==> config.mk <==
export PLATFORM = sky130hd
export DESIGN_NAME = tcsb_cfg
export DESIGN_NICKNAME = d
export VERILOG_FILES = /design/src/hw/rtl/tcsb_pkg.sv /design/src/hw/rtl/tcsb_cfg.sv
export SDC_FILE = /design/constraint.sdc
export NUM_CORES = 1
export LEC_CHECK = 0
export ABC_AREA = 0
export ABC_CLOCK_PERIOD_IN_PS = 1590
export BUFFER_PORTS_ARGS = -buffer_cell sky130_fd_sc_hd__buf_2
export CAP_MARGIN = 20
export CORE_MARGIN = 5
export CORE_UTILIZATION = 43
export DETAILED_ROUTE_END_ITERATION = 10
export PLACE_DENSITY = 0.83
export RECOVER_POWER = 25
export SLEW_MARGIN = 20
export SYNTH_ARGS = -nofsm -noshare
export SYNTH_HDL_FRONTEND = slang
export SYNTH_SLANG_ARGS = --single-unit
==> constraint.sdc <==
create_clock -name clk -period 1.59 [get_ports clk]
set_clock_uncertainty 0.15 [all_clocks]
set_input_delay 0.318 -clock clk [delete_from_list [all_inputs] [get_ports clk]]
set_output_delay 0.318 -clock clk [all_outputs]
set_load 0.01 [all_outputs]
==> src/hw/rtl/tcsb_pkg.sv <==
package tcsb_pkg;

	// Defaults for the top level parameters.
	localparam int ROW_CAPACITY_DEF = 256;
	localparam int LINE_WIDTH_DEF   = 80;

	// Fixed field widths.
	localparam int COL_W     = 7;
	localparam int CHAR_W    = 8;
	localparam int COLOR_W   = 24;
	localparam int CELL_DW   = CHAR_W + COLOR_W;
	localparam int VROWS_W   = 9;
	localparam int CFG_AW    = 4;
	localparam int CFG_DW    = 32;

	// Item modes.
	localparam logic [1:0] MODE_PUT   = 2'd0;
	localparam logic [1:0] MODE_READ  = 2'd1;
	localparam logic [1:0] MODE_CLEAR = 2'd2;

	// Special characters.
	localparam logic [CHAR_W-1:0] CH_SPACE = 8'h20;
	localparam logic [CHAR_W-1:0] CH_LF    = 8'h0A;
	localparam logic [CHAR_W-1:0] CH_CR    = 8'h0D;

	// Register indexes (word address bits of paddr).
	localparam logic [1:0] REG_VISIBLE_ROWS = 2'd0;
	localparam logic [1:0] REG_VISIBLE_COLS = 2'd1;
	localparam logic [1:0] REG_BACKGROUND   = 2'd2;

	// Register reset values.
	localparam logic [VROWS_W-1:0] VISIBLE_ROWS_RST = 9'd48;
	localparam logic [COL_W-1:0]   VISIBLE_COLS_RST = 7'd80;
	localparam logic [COLOR_W-1:0] BACKGROUND_RST   = 24'h121820;

	// Configuration handed from the register block to the datapath.
	typedef struct packed {
		logic [VROWS_W-1:0] visible_rows;
		logic [COL_W-1:0]   visible_cols;
		logic [COLOR_W-1:0] background_color;
	} cfg_t;

endpackage

==> src/hw/rtl/tcsb_cfg.sv <==
module tcsb_cfg import tcsb_pkg::*; (
	input  logic              clk,
	input  logic              arst_n,
	input  logic              psel,
	input  logic              penable,
	input  logic              pwrite,
	input  logic [CFG_AW-1:0] paddr,
	input  logic [CFG_DW-1:0] pwdata,
	output logic [CFG_DW-1:0] prdata,
	output logic              pready,
	output cfg_t              cfg
);

	cfg_t cfg_q;

	assign pready = 1'b1;
	assign cfg    = cfg_q;

	// Register writes complete in the access phase.
	always_ff @(posedge clk or negedge arst_n) begin
		if (!arst_n) begin
			cfg_q.visible_rows     <= VISIBLE_ROWS_RST;
			cfg_q.visible_cols     <= VISIBLE_COLS_RST;
			cfg_q.background_color <= BACKGROUND_RST;
		end else if (psel && penable && pwrite) begin
			case (paddr[3:2])
				REG_VISIBLE_ROWS: cfg_q.visible_rows     <= pwdata[VROWS_W-1:0];
				REG_VISIBLE_COLS: cfg_q.visible_cols     <= pwdata[COL_W-1:0];
				REG_BACKGROUND:   cfg_q.background_color <= pwdata[COLOR_W-1:0];
				default: ;
			endcase
		end
	end

	// Read data, zero for unused addresses.
	always_comb begin
		case (paddr[3:2])
			REG_VISIBLE_ROWS: prdata = CFG_DW'(cfg_q.visible_rows);
			REG_VISIBLE_COLS: prdata = CFG_DW'(cfg_q.visible_cols);
			REG_BACKGROUND:   prdata = CFG_DW'(cfg_q.background_color);
			default:          prdata = '0;
		endcase
	end

endmodule

After elaboration in Yosys (flattened, before gate mapping)
Index checks and enable logic that the tools add are counted.
{"block": "word_totals", "reg_bits": 40}
{"block": "op_classes", "n_eq_ne": 2, "n_reduce_logical": 6, "n_mux": 1}
{"op": "case mux 24 bit (3 select lines)", "n": 1}
{"op": "AND reduction 2 bit", "n": 3}
{"op": "equality test 2 x 1 -> 1 bit, second input constant", "n": 1}
{"op": "equality test 2 bit, second input constant", "n": 1}
{"op": "logical AND 1 bit", "n": 2}
{"op": "logical NOT 2 bit", "n": 1}

Logic depth before layout (Yosys ltp)
Gate-level depths: netlist of the first run.
{"block": "depth", "word_depth": 3, "mapped_depth": 5, "mapped_depth_nobuf": 3}

Worst setup path after synthesis of the first run
No wires, ideal clock.
{"block": "synth_timing", "path_type": "input port to flip-flop", "startpoint": "input pwrite", "endpoint": "register cfg_q, in the netlist cfg[10]", "slack_ns": 0.045, "arrival_ns": 1.270, "cell_stages": 4, "cell_sequence": "nand3_2 nor3b_4 buf_4 mux2_2"}
{"block": "synth_between", "elab_chain_len": 2}
{"element": "from (decl)", "line_no": "tcsb_cfg.sv:6", "rtl": "input logic pwrite,"}
{"element": "logical AND 1 bit", "line_no": "tcsb_cfg.sv:25", "rtl": "end else if (psel && penable && pwrite) begin"}
{"element": "AND reduction 2 bit (no line)"}
{"element": "to (decl)", "line_no": "tcsb_cfg.sv:14", "rtl": "cfg_t cfg_q;"}
Every way passes these cells.
A chain may end at the register's enable or synchronous reset.

Worst setup path in the final report of the first run
{"block": "layout_timing", "startpoint": "register cfg_q, in the netlist cfg[30]", "endpoint": "output prdata[6]"}
{"block": "layout_between", "elab_chain_len": 1}
{"element": "case mux 24 bit (3 select lines)", "line_no": "tcsb_cfg.sv:37", "rtl": "case (paddr[3:2])"}
{"element": "to (decl)", "line_no": "tcsb_cfg.sv:9", "rtl": "output logic [CFG_DW-1:0] prdata,"}
Every way passes these cells.

==> results of run 1 <==
==> cells in the mapped netlist <==
cell      count  area, sq um
mux2_2       33          372
dfrtp_1      31          776
and2_1       15         93.8
buf_4        11         82.6
dfstp_2       9          236
mux2i_1       9         90.1
mux2_4        7          105
nand2_1       7         26.3
o21ai_0       7         35.0
buf_2         3         15.0
conb_1        2         7.51
nor2_1        2         7.51
buf_6         1         11.3
clkbuf_1      1         3.75
nand3_2       1         10.0
nor2b_1       1         6.26
nor3_4        1         16.3
nor3b_4       1         18.8
or3b_1        1         8.76
==> what timing repair did <==
item                                   4_1_cts  5_1_grt
resized for setup                            7       13
endpoints found under the hold margin       31        0
buffers inserted                             4        2
setup endpoints to repair                   17       22
cloned                                       1        1
hold buffers                                 1        0
==> kinds of logic (layout without fill, tap and decap cells) <==
kind of cell | Yosys count | count (layout) | share of synthesized area [%]
AO/OA/AOI/OAI | 7 | 7 | 1.82
multiplexers | 49 | 49 | 29.5
other | 2 | 9 | 0.391
buffers and inverters | 16 | 127 | 5.86
AND/OR/NAND/NOR | 29 | 29 | 9.77
flip-flops | 40 | 40 | 52.7
==> worst paths after layout <==
check	startpoint	to	slack, ns	cells after the start
setup reg to reg	cfg[25]	cfg[25]	0.54	2
setup / recovery	cfg[30]	prdata[6]	-0.03	3
max in group asynchronous	arst_n	cfg[20]	0.37	3
hold reg to reg	cfg[14]	cfg[14]	0.37	1
min in group asynchronous	arst_n	cfg[29]	0.54	3
hold / removal	pwdata[15]	cfg[15]	0.11	2
==> power by group through the flow <==
stage / Clock, W / Combinational (W) / Sequential (W)
floorplan: 0 / 0.000405 / 0.00158
global placement: 0 / 0.000939 / 0.00147
detailed placement: 0 / 0.000965 / 0.00149
CTS: 0.000823 / 0.00102 / 0.00146
global route: 0.000883 / 0.00112 / 0.00150
finish: 0.000803 / 0.00103 / 0.00146
==> layout make-up <==
type / instances / area [sq um] / share of cell area (%)
flip-flops and latches: 40 / 1010 / 37.1
multi-input cells: 94 / 840 / 30.8
repair buffers: 119 / 706 / 25.8
clock buffers: 6 / 72.6 / 2.66
well taps: 52 / 65.1 / 2.38
clock inverters: 2 / 35.0 / 1.28
==> per-layer routing <==
metal / part of all wire (%) / up-vias / GRT usage (%)
li1: - / 709 / -
met1: 39 / 723 / 19.6
met5: 0 / - / 0
met2: 53 / 54 / 28.2
met3: 7.6 / 2 / 5.97
met4: 0.57 / 0 / 4.20
==> per-stage QoR <==
step	setup slack (ns)	hold slack, ns
floorplan	0.0451	-0.128
global route	-0.102	0.0940
global placement	-0.0961	0.151
CTS	-0.0403	0.101
finish	-0.0285	0.111
detailed placement	-0.106	0.156
==> results_dict.tcl, run 1 <==
set metrics [dict create \
    status "finished, violations left" \
    violations "setup timing" \
    initialDrtViolationCount 21 \
    hold_viol 0 \
    slowest_stage "dfstp_2" \
    fin_nets 301 \
    core_area_sq_um 4350 \
    ys_seq_area_share_pct 52.7 \
    p_comb_share_pct 31.2 \
    globalplace.congestion 0.709 \
    cpLargestDelayFamily "flip-flops" \
    crit_fanout 2 \
    syn_area_sq_um 1920 \
    rows 24 \
    setup_ws_ns -0.0285 \
    die_x_um 76.9 \
    cp-end-kind "output port" \
    p_leak_nw 1.45 \
    dp_hpwl_um 3450 \
    antenna_left 0 \
    synth.ff_latch_count 40 \
    grt_antenna_before_repair 0 \
    p_sw_share_pct 29.6 \
    clkPwrFrac_pct 24.4 \
    via_per_inst 4.75 \
    die_h_um 76.9 \
    grt_max_degree 41 \
    start_util_pct 44.1 \
    stdcell_count 313 \
    fillers 364 \
    tightest_slew_ns 0.544 \
    antenna_cells 0 \
    vias 1488 \
    drc 0 \
    worstPathRequired_ns 1.12 \
    cts_made_buffers 5 \
    fin_total_pwr_w 0.00329 \
    start_kind "flip-flop" \
    crit_buf_inv 1 \
    final_common_cell "buf_2" \
    avgSynthCellArea_sq_um 13.4 \
    final_cell_area_sq_um 2730 \
    post-route-util_pct 62.7 \
    wl_um 4770 \
    relSlewSlack_pct 63.7 \
    syn_inst 143 \
    path_class "reg2out" \
    fin_crit_sh_pct 102 \
    first_pass_iters 4 \
    fin_crit_ns 1.62 \
    num_io_pins 114 \
    ir_drop_mv 0.744 \
    grt_setup_unrepaired "true" \
    placed_cell_area_sq_um 2530 \
    port_buffers 94 \
    final_cell_mix "92 x buf_2, 33 x mux2_2, 31 x dfrtp_1" \
    post_drt_wl_per_cell_um 15.2 \
    dieArea_sq_um 5910 \
    htreeDepth 2 \
    dp.cells 296 \
    p_seq_share_pct 44.4 \
    power_density_nw_per_um2 1210 \
    hp-class "in2reg" \
    internal_power_w 0.00232 \
    clockBufferDepth 2 \
    area_growth_pct 42.1 \
    power.switching_w 0.000974 \
    path_cells "mux2i_1 -> o21ai_1 -> buf_2" \
    cts_root_buf "clkbuf_8" \
    finalSetupTns_ns -0.0493 \
    slowest_delay_ns 0.54 \
    overflow 0 \
    grt_pass1_vias 1575 \
    clk_latency_ns 0.28 \
    fmax_mhz 618 \
    cts.sinks 40 \
    synth_cell_type_count 19 \
    final_max_slew_viol_count 0 \
    ys_warn_count 0 \
    cts_tree "yes" \
    cap_violations 0 \
    grt_pass1_wl_um 7880 \
    crit_arrival_ns 1.15 \
    setup_violations 3 \
    largest_reg_flops 40 \
    drive_above_1_share_pct 69.3 \
    clk_pin_slew_ns 0.08 \
    grtUsageTotal_pct 16.5 \
]
No activity file was read; power rests on OpenSTA's default activity.
==> run 2: changes to the inputs <==
- RECOVER_POWER: 25 -> unset
==> results_dict.tcl, run 2 (same netlist as run 1, synthesis figures left out) <==
set metrics [dict create \
    die_h_um 76.9 \
    fin_nets 301 \
    hold_viol 0 \
    cap_violations 0 \
    grt_setup_unrepaired "true" \
    overflow 0 \
    ir_drop_mv 0.744 \
    wl_um 4750 \
    grt_use_met1_pct 19.6 \
    r2r-end "cfg[25]" \
    port_buffers 94 \
    cts_made_buffers 5 \
    p_comb_share_pct 31.3 \
    hp-class "in2reg" \
    p_sw_share_pct 29.5 \
    setup_ws_ns -0.0289 \
    final_common_cell "buf_2" \
    clkPwrFrac_pct 24.3 \
    area_growth_pct 42.7 \
    r2r_slack_ns 0.54 \
    cts_root_buf "clkbuf_8" \
    grt_antenna_before_repair 0 \
    rows 24 \
    start_util_pct 44.1 \
    first_pass_iters 4 \
    fin_total_pwr_w 0.00330 \
    holdPathStages 2 \
    final_max_slew_viol_count 0 \
    path_class "reg2out" \
    use_met3_pct 5.97 \
    cts.sinks 40 \
    worstPathRequired_ns 1.12 \
    cts_tree "yes" \
    drive_above_1_share_pct 69.3 \
    fillers 362 \
    post_drt_wl_per_cell_um 15.2 \
    start_kind "flip-flop" \
    die_x_um 76.9 \
    violations "setup timing" \
    vias 1489 \
    core_area_sq_um 4350 \
    via_per_inst 4.76 \
    grt_pass1_vias 1575 \
    gr-usage-met2_pct 28.2 \
    finalSetupTns_ns -0.0528 \
    drc 0 \
    holdCritStartpoint "pwdata[15]" \
    final_cell_mix "92 x buf_2, 33 x mux2_2, 31 x dfrtp_1" \
    cp-end-kind "output port" \
    holdWs_ns 0.112 \
    setup_violations 3 \
    internal_power_w 0.00232 \
    fin_crit_ns 1.62 \
    power_density_nw_per_um2 1200 \
    globalplace.congestion 0.709 \
    min_to "cfg[15]" \
    grt_max_degree 41 \
    dp_hpwl_um 3450 \
    fin_crit_sh_pct 102 \
    clockBufferDepth 2 \
    p_seq_share_pct 44.4 \
    crit_fanout 2 \
    clk_pin_slew_ns 0.08 \
    reg2reg_depth 2 \
    fmax_mhz 618 \
    busiest_layer "met2" \
    antenna_cells 0 \
    crit_arrival_ns 1.15 \
    p_leak_nw 1.45 \
    clk_latency_ns 0.29 \
    largest_reg_flops 40 \
    grt_pass1_wl_um 7880 \
    dieArea_sq_um 5910 \
    antenna_left 0 \
    r2r_start "cfg[25]" \
    status "finished, violations left" \
    num_io_pins 114 \
    power.switching_w 0.000973 \
    htreeDepth 2 \
    grtUsageTotal_pct 16.5 \
    initialDrtViolationCount 18 \
]
## run 2: worst max-delay path by stage
stage	from	to	slack, ns	depth (start not counted)
after detailed placement	pwrite	cfg[24]	-0.11	5
after global placement	pwrite	cfg[29]	-0.1	5
after CTS	cfg[30]	prdata[6]	-0.04	3
after floorplan	pwrite	cfg[10]	0.05	4
after global routing	cfg[28]	prdata[4]	-0.10	3
final	cfg[30]	prdata[6]	-0.03	3
## run 2: repair_timing
action	CTS	global route
setup buffers	4	2
resized for setup	7	13
hold endpoints to repair	31	0
gates cloned	1	1
hold buffers	1	0
endpoints found under the setup margin	17	22
## run 2: final cells by class
cell class,instances,area (sq um),area share (%)
multi-input cells,94,840,30.6
clock buffers,6,72.6,2.65
repair buffers,119,718,26.2
well taps,52,65.1,2.37
flip-flops and latches,40,1010,36.9
clock inverters,2,35.0,1.28
## run 2: power by group through the flow
| stage | Clock, W | Sequential [W] | Combinational, W |
|---|---|---|---|
| CTS | 0.000823 | 0.00146 | 0.00102 |
| finish | 0.000801 | 0.00146 | 0.00103 |
| global placement | 0 | 0.00147 | 0.000939 |
| global route | 0.000883 | 0.00150 | 0.00113 |
| floorplan | 0 | 0.00158 | 0.000405 |
| detailed placement | 0 | 0.00149 | 0.000965 |
## run 2: per-layer routing
| metal | share of wire, % | vias up |
|---|---|---|
| met4 | 0.57 | 0 |
| li1 | - | 708 |
| met1 | 39 | 720 |
| met5 | 0 | - |
| met3 | 8.0 | 2 |
| met2 | 52 | 59 |
## run 2: worst max-delay path, stage by stage, from the launching register on
cell and delay (ns):
dfstp_2 0.54, mux2i_1 0.07, o21ai_1 0.11, buf_2 0.14
## run 2: metrics by stage
| stage | area (sq um) | utilization, % | std cells | setup WS (ns) |
|---|---|---|---|---|
| floorplan | 1950 | - | 150 | 0.0451 |
| detailed placement | 2530 | 58.1 | 296 | -0.106 |
| CTS | 2700 | 61.9 | 310 | -0.0403 |
| finish | 2740 | 63.0 | 313 | -0.0289 |
| global placement | 2530 | 58.1 | 296 | -0.0961 |
| global route | 2740 | 63.0 | 313 | -0.102 |
==> run 3: changes to the inputs <==
- MAX_ROUTING_LAYER: unset -> met4
==> results_dict.tcl, run 3 (same netlist as run 1, synthesis figures left out) <==
set metrics [dict create \
    status "finished, violations left" \
    violations "setup timing" \
    slowest_delay_ns 0.54 \
    setup_ws_ns -0.0214 \
    first_pass_iters 4 \
    die_x_um 76.9 \
    final_max_slew_viol_count 0 \
    slowest_stage "dfstp_2" \
    grt_setup_unrepaired "true" \
    post-route-util_pct 63.0 \
    dieArea_sq_um 5910 \
    cts_tree "yes" \
    r2r-end "cfg[25]" \
    vias 1490 \
    port_buffers 94 \
    cpLargestDelayFamily "flip-flops" \
    clk_latency_ns 0.29 \
    hold_viol 0 \
    grt_max_degree 41 \
    post_drt_wl_per_cell_um 15.2 \
    cts_made_buffers 5 \
    cts_root_buf "clkbuf_8" \
    fin_crit_sh_pct 101 \
    drc 0 \
    cp-startpoint "cfg[30]" \
    drive_above_1_share_pct 69.3 \
    antenna_cells 0 \
    dp_hpwl_um 3450 \
    clk_pin_slew_ns 0.08 \
    cp.depth 3 \
    clockBufferDepth 2 \
    die_h_um 76.9 \
    fmax_mhz 621 \
    power_density_nw_per_um2 1200 \
    crit_arrival_ns 1.14 \
    fin_total_pwr_w 0.00330 \
    grtUsageTotal_pct 17.0 \
    setup_violations 3 \
    path_cells "mux2i_1 -> o21ai_1 -> buf_2" \
    start_kind "flip-flop" \
    area_growth_pct 42.7 \
    num_io_pins 114 \
    holdCritStartpoint "pwdata[15]" \
    fin_nets 301 \
    htreeDepth 2 \
    reg2reg_depth 2 \
    rows 24 \
    final_common_cell "buf_2" \
    r2r_slack_ns 0.55 \
    p_sw_share_pct 29.5 \
    largest_reg_flops 40 \
    power.switching_w 0.000973 \
    path_class "reg2out" \
    r2r_start "cfg[25]" \
    crit_buf_inv 1 \
    worstPathRequired_ns 1.12 \
    finalSetupTns_ns -0.0447 \
    antenna_left 0 \
    final_cell_mix "92 x buf_2, 33 x mux2_2, 31 x dfrtp_1" \
    core_area_sq_um 4350 \
    p_seq_share_pct 44.4 \
    grt_antenna_before_repair 0 \
    crit_fanout 2 \
    start_util_pct 44.1 \
    overflow 0 \
    cap_violations 0 \
    p_leak_nw 1.45 \
    cts.sinks 40 \
    via_per_inst 4.76 \
    p_comb_share_pct 31.3 \
    hp-class "in2reg" \
    fin_crit_ns 1.61 \
    holdWs_ns 0.112 \
    grt_pass1_wl_um 7890 \
    final_cell_area_sq_um 2740 \
    placed_cell_area_sq_um 2530 \
    grt_pass1_vias 1582 \
    globalplace.congestion 0.717 \
    worstSetupEndpoint "prdata[6]" \
    initialDrtViolationCount 22 \
    internal_power_w 0.00232 \
    wl_um 4740 \
    clkPwrFrac_pct 24.3 \
    cp-end-kind "output port" \
    ir_drop_mv 0.747 \
]
## run 3: what timing repair did
item / CTS / global route
setup buffers: 4 / 2
hold endpoints to repair: 31 / 0
gates resized for setup: 7 / 13
gates cloned: 1 / 1
setup endpoints to repair: 17 / 22
pin swaps: 0 / 0
hold buffers: 1 / 0
## run 3: cell type report
cell class	count	area, sq um
fillers	362	1610
clock buffers	6	72.6
multi-input cells	94	840
clock inverters	2	35.0
repair buffers	119	718
well taps	52	65.1
flip-flops and latches	40	1010
## run 3: worst min path at each step
stage | endpoint | depth (start not counted)
after floorplan | cfg[0] | 0
after global placement | cfg[7] | 2
after detailed placement | cfg[7] | 2
after CTS | cfg[22] | 2
after global routing | cfg[22] | 2
final | cfg[15] | 2
## run 3: per-layer routing
metal  vias to the layer above  GRT usage (%)  part of all wire (%)
li1                        708              -                     -
met1                       721           19.9                    40
met2                        59           28.2                    52
met3                         2           5.50                   7.5
met4                         0           4.20                  0.57
met5                         -              -                     0
## run 3: per-stage QoR
stage	instances	worst slack, ns
floorplan	150	0.0451
global placement	296	-0.0961
detailed placement	296	-0.106
CTS	310	-0.0403
global route	313	-0.102
finish	313	-0.0214
## run 3: power groups by stage
stage	Combinational [W]	Sequential (W)	Clock, W
floorplan	0.000405	0.00158	0
global placement	0.000939	0.00147	0
detailed placement	0.000965	0.00149	0
CTS	0.00102	0.00146	0.000823
global route	0.00113	0.00150	0.000883
finish	0.00103	0.00146	0.000802
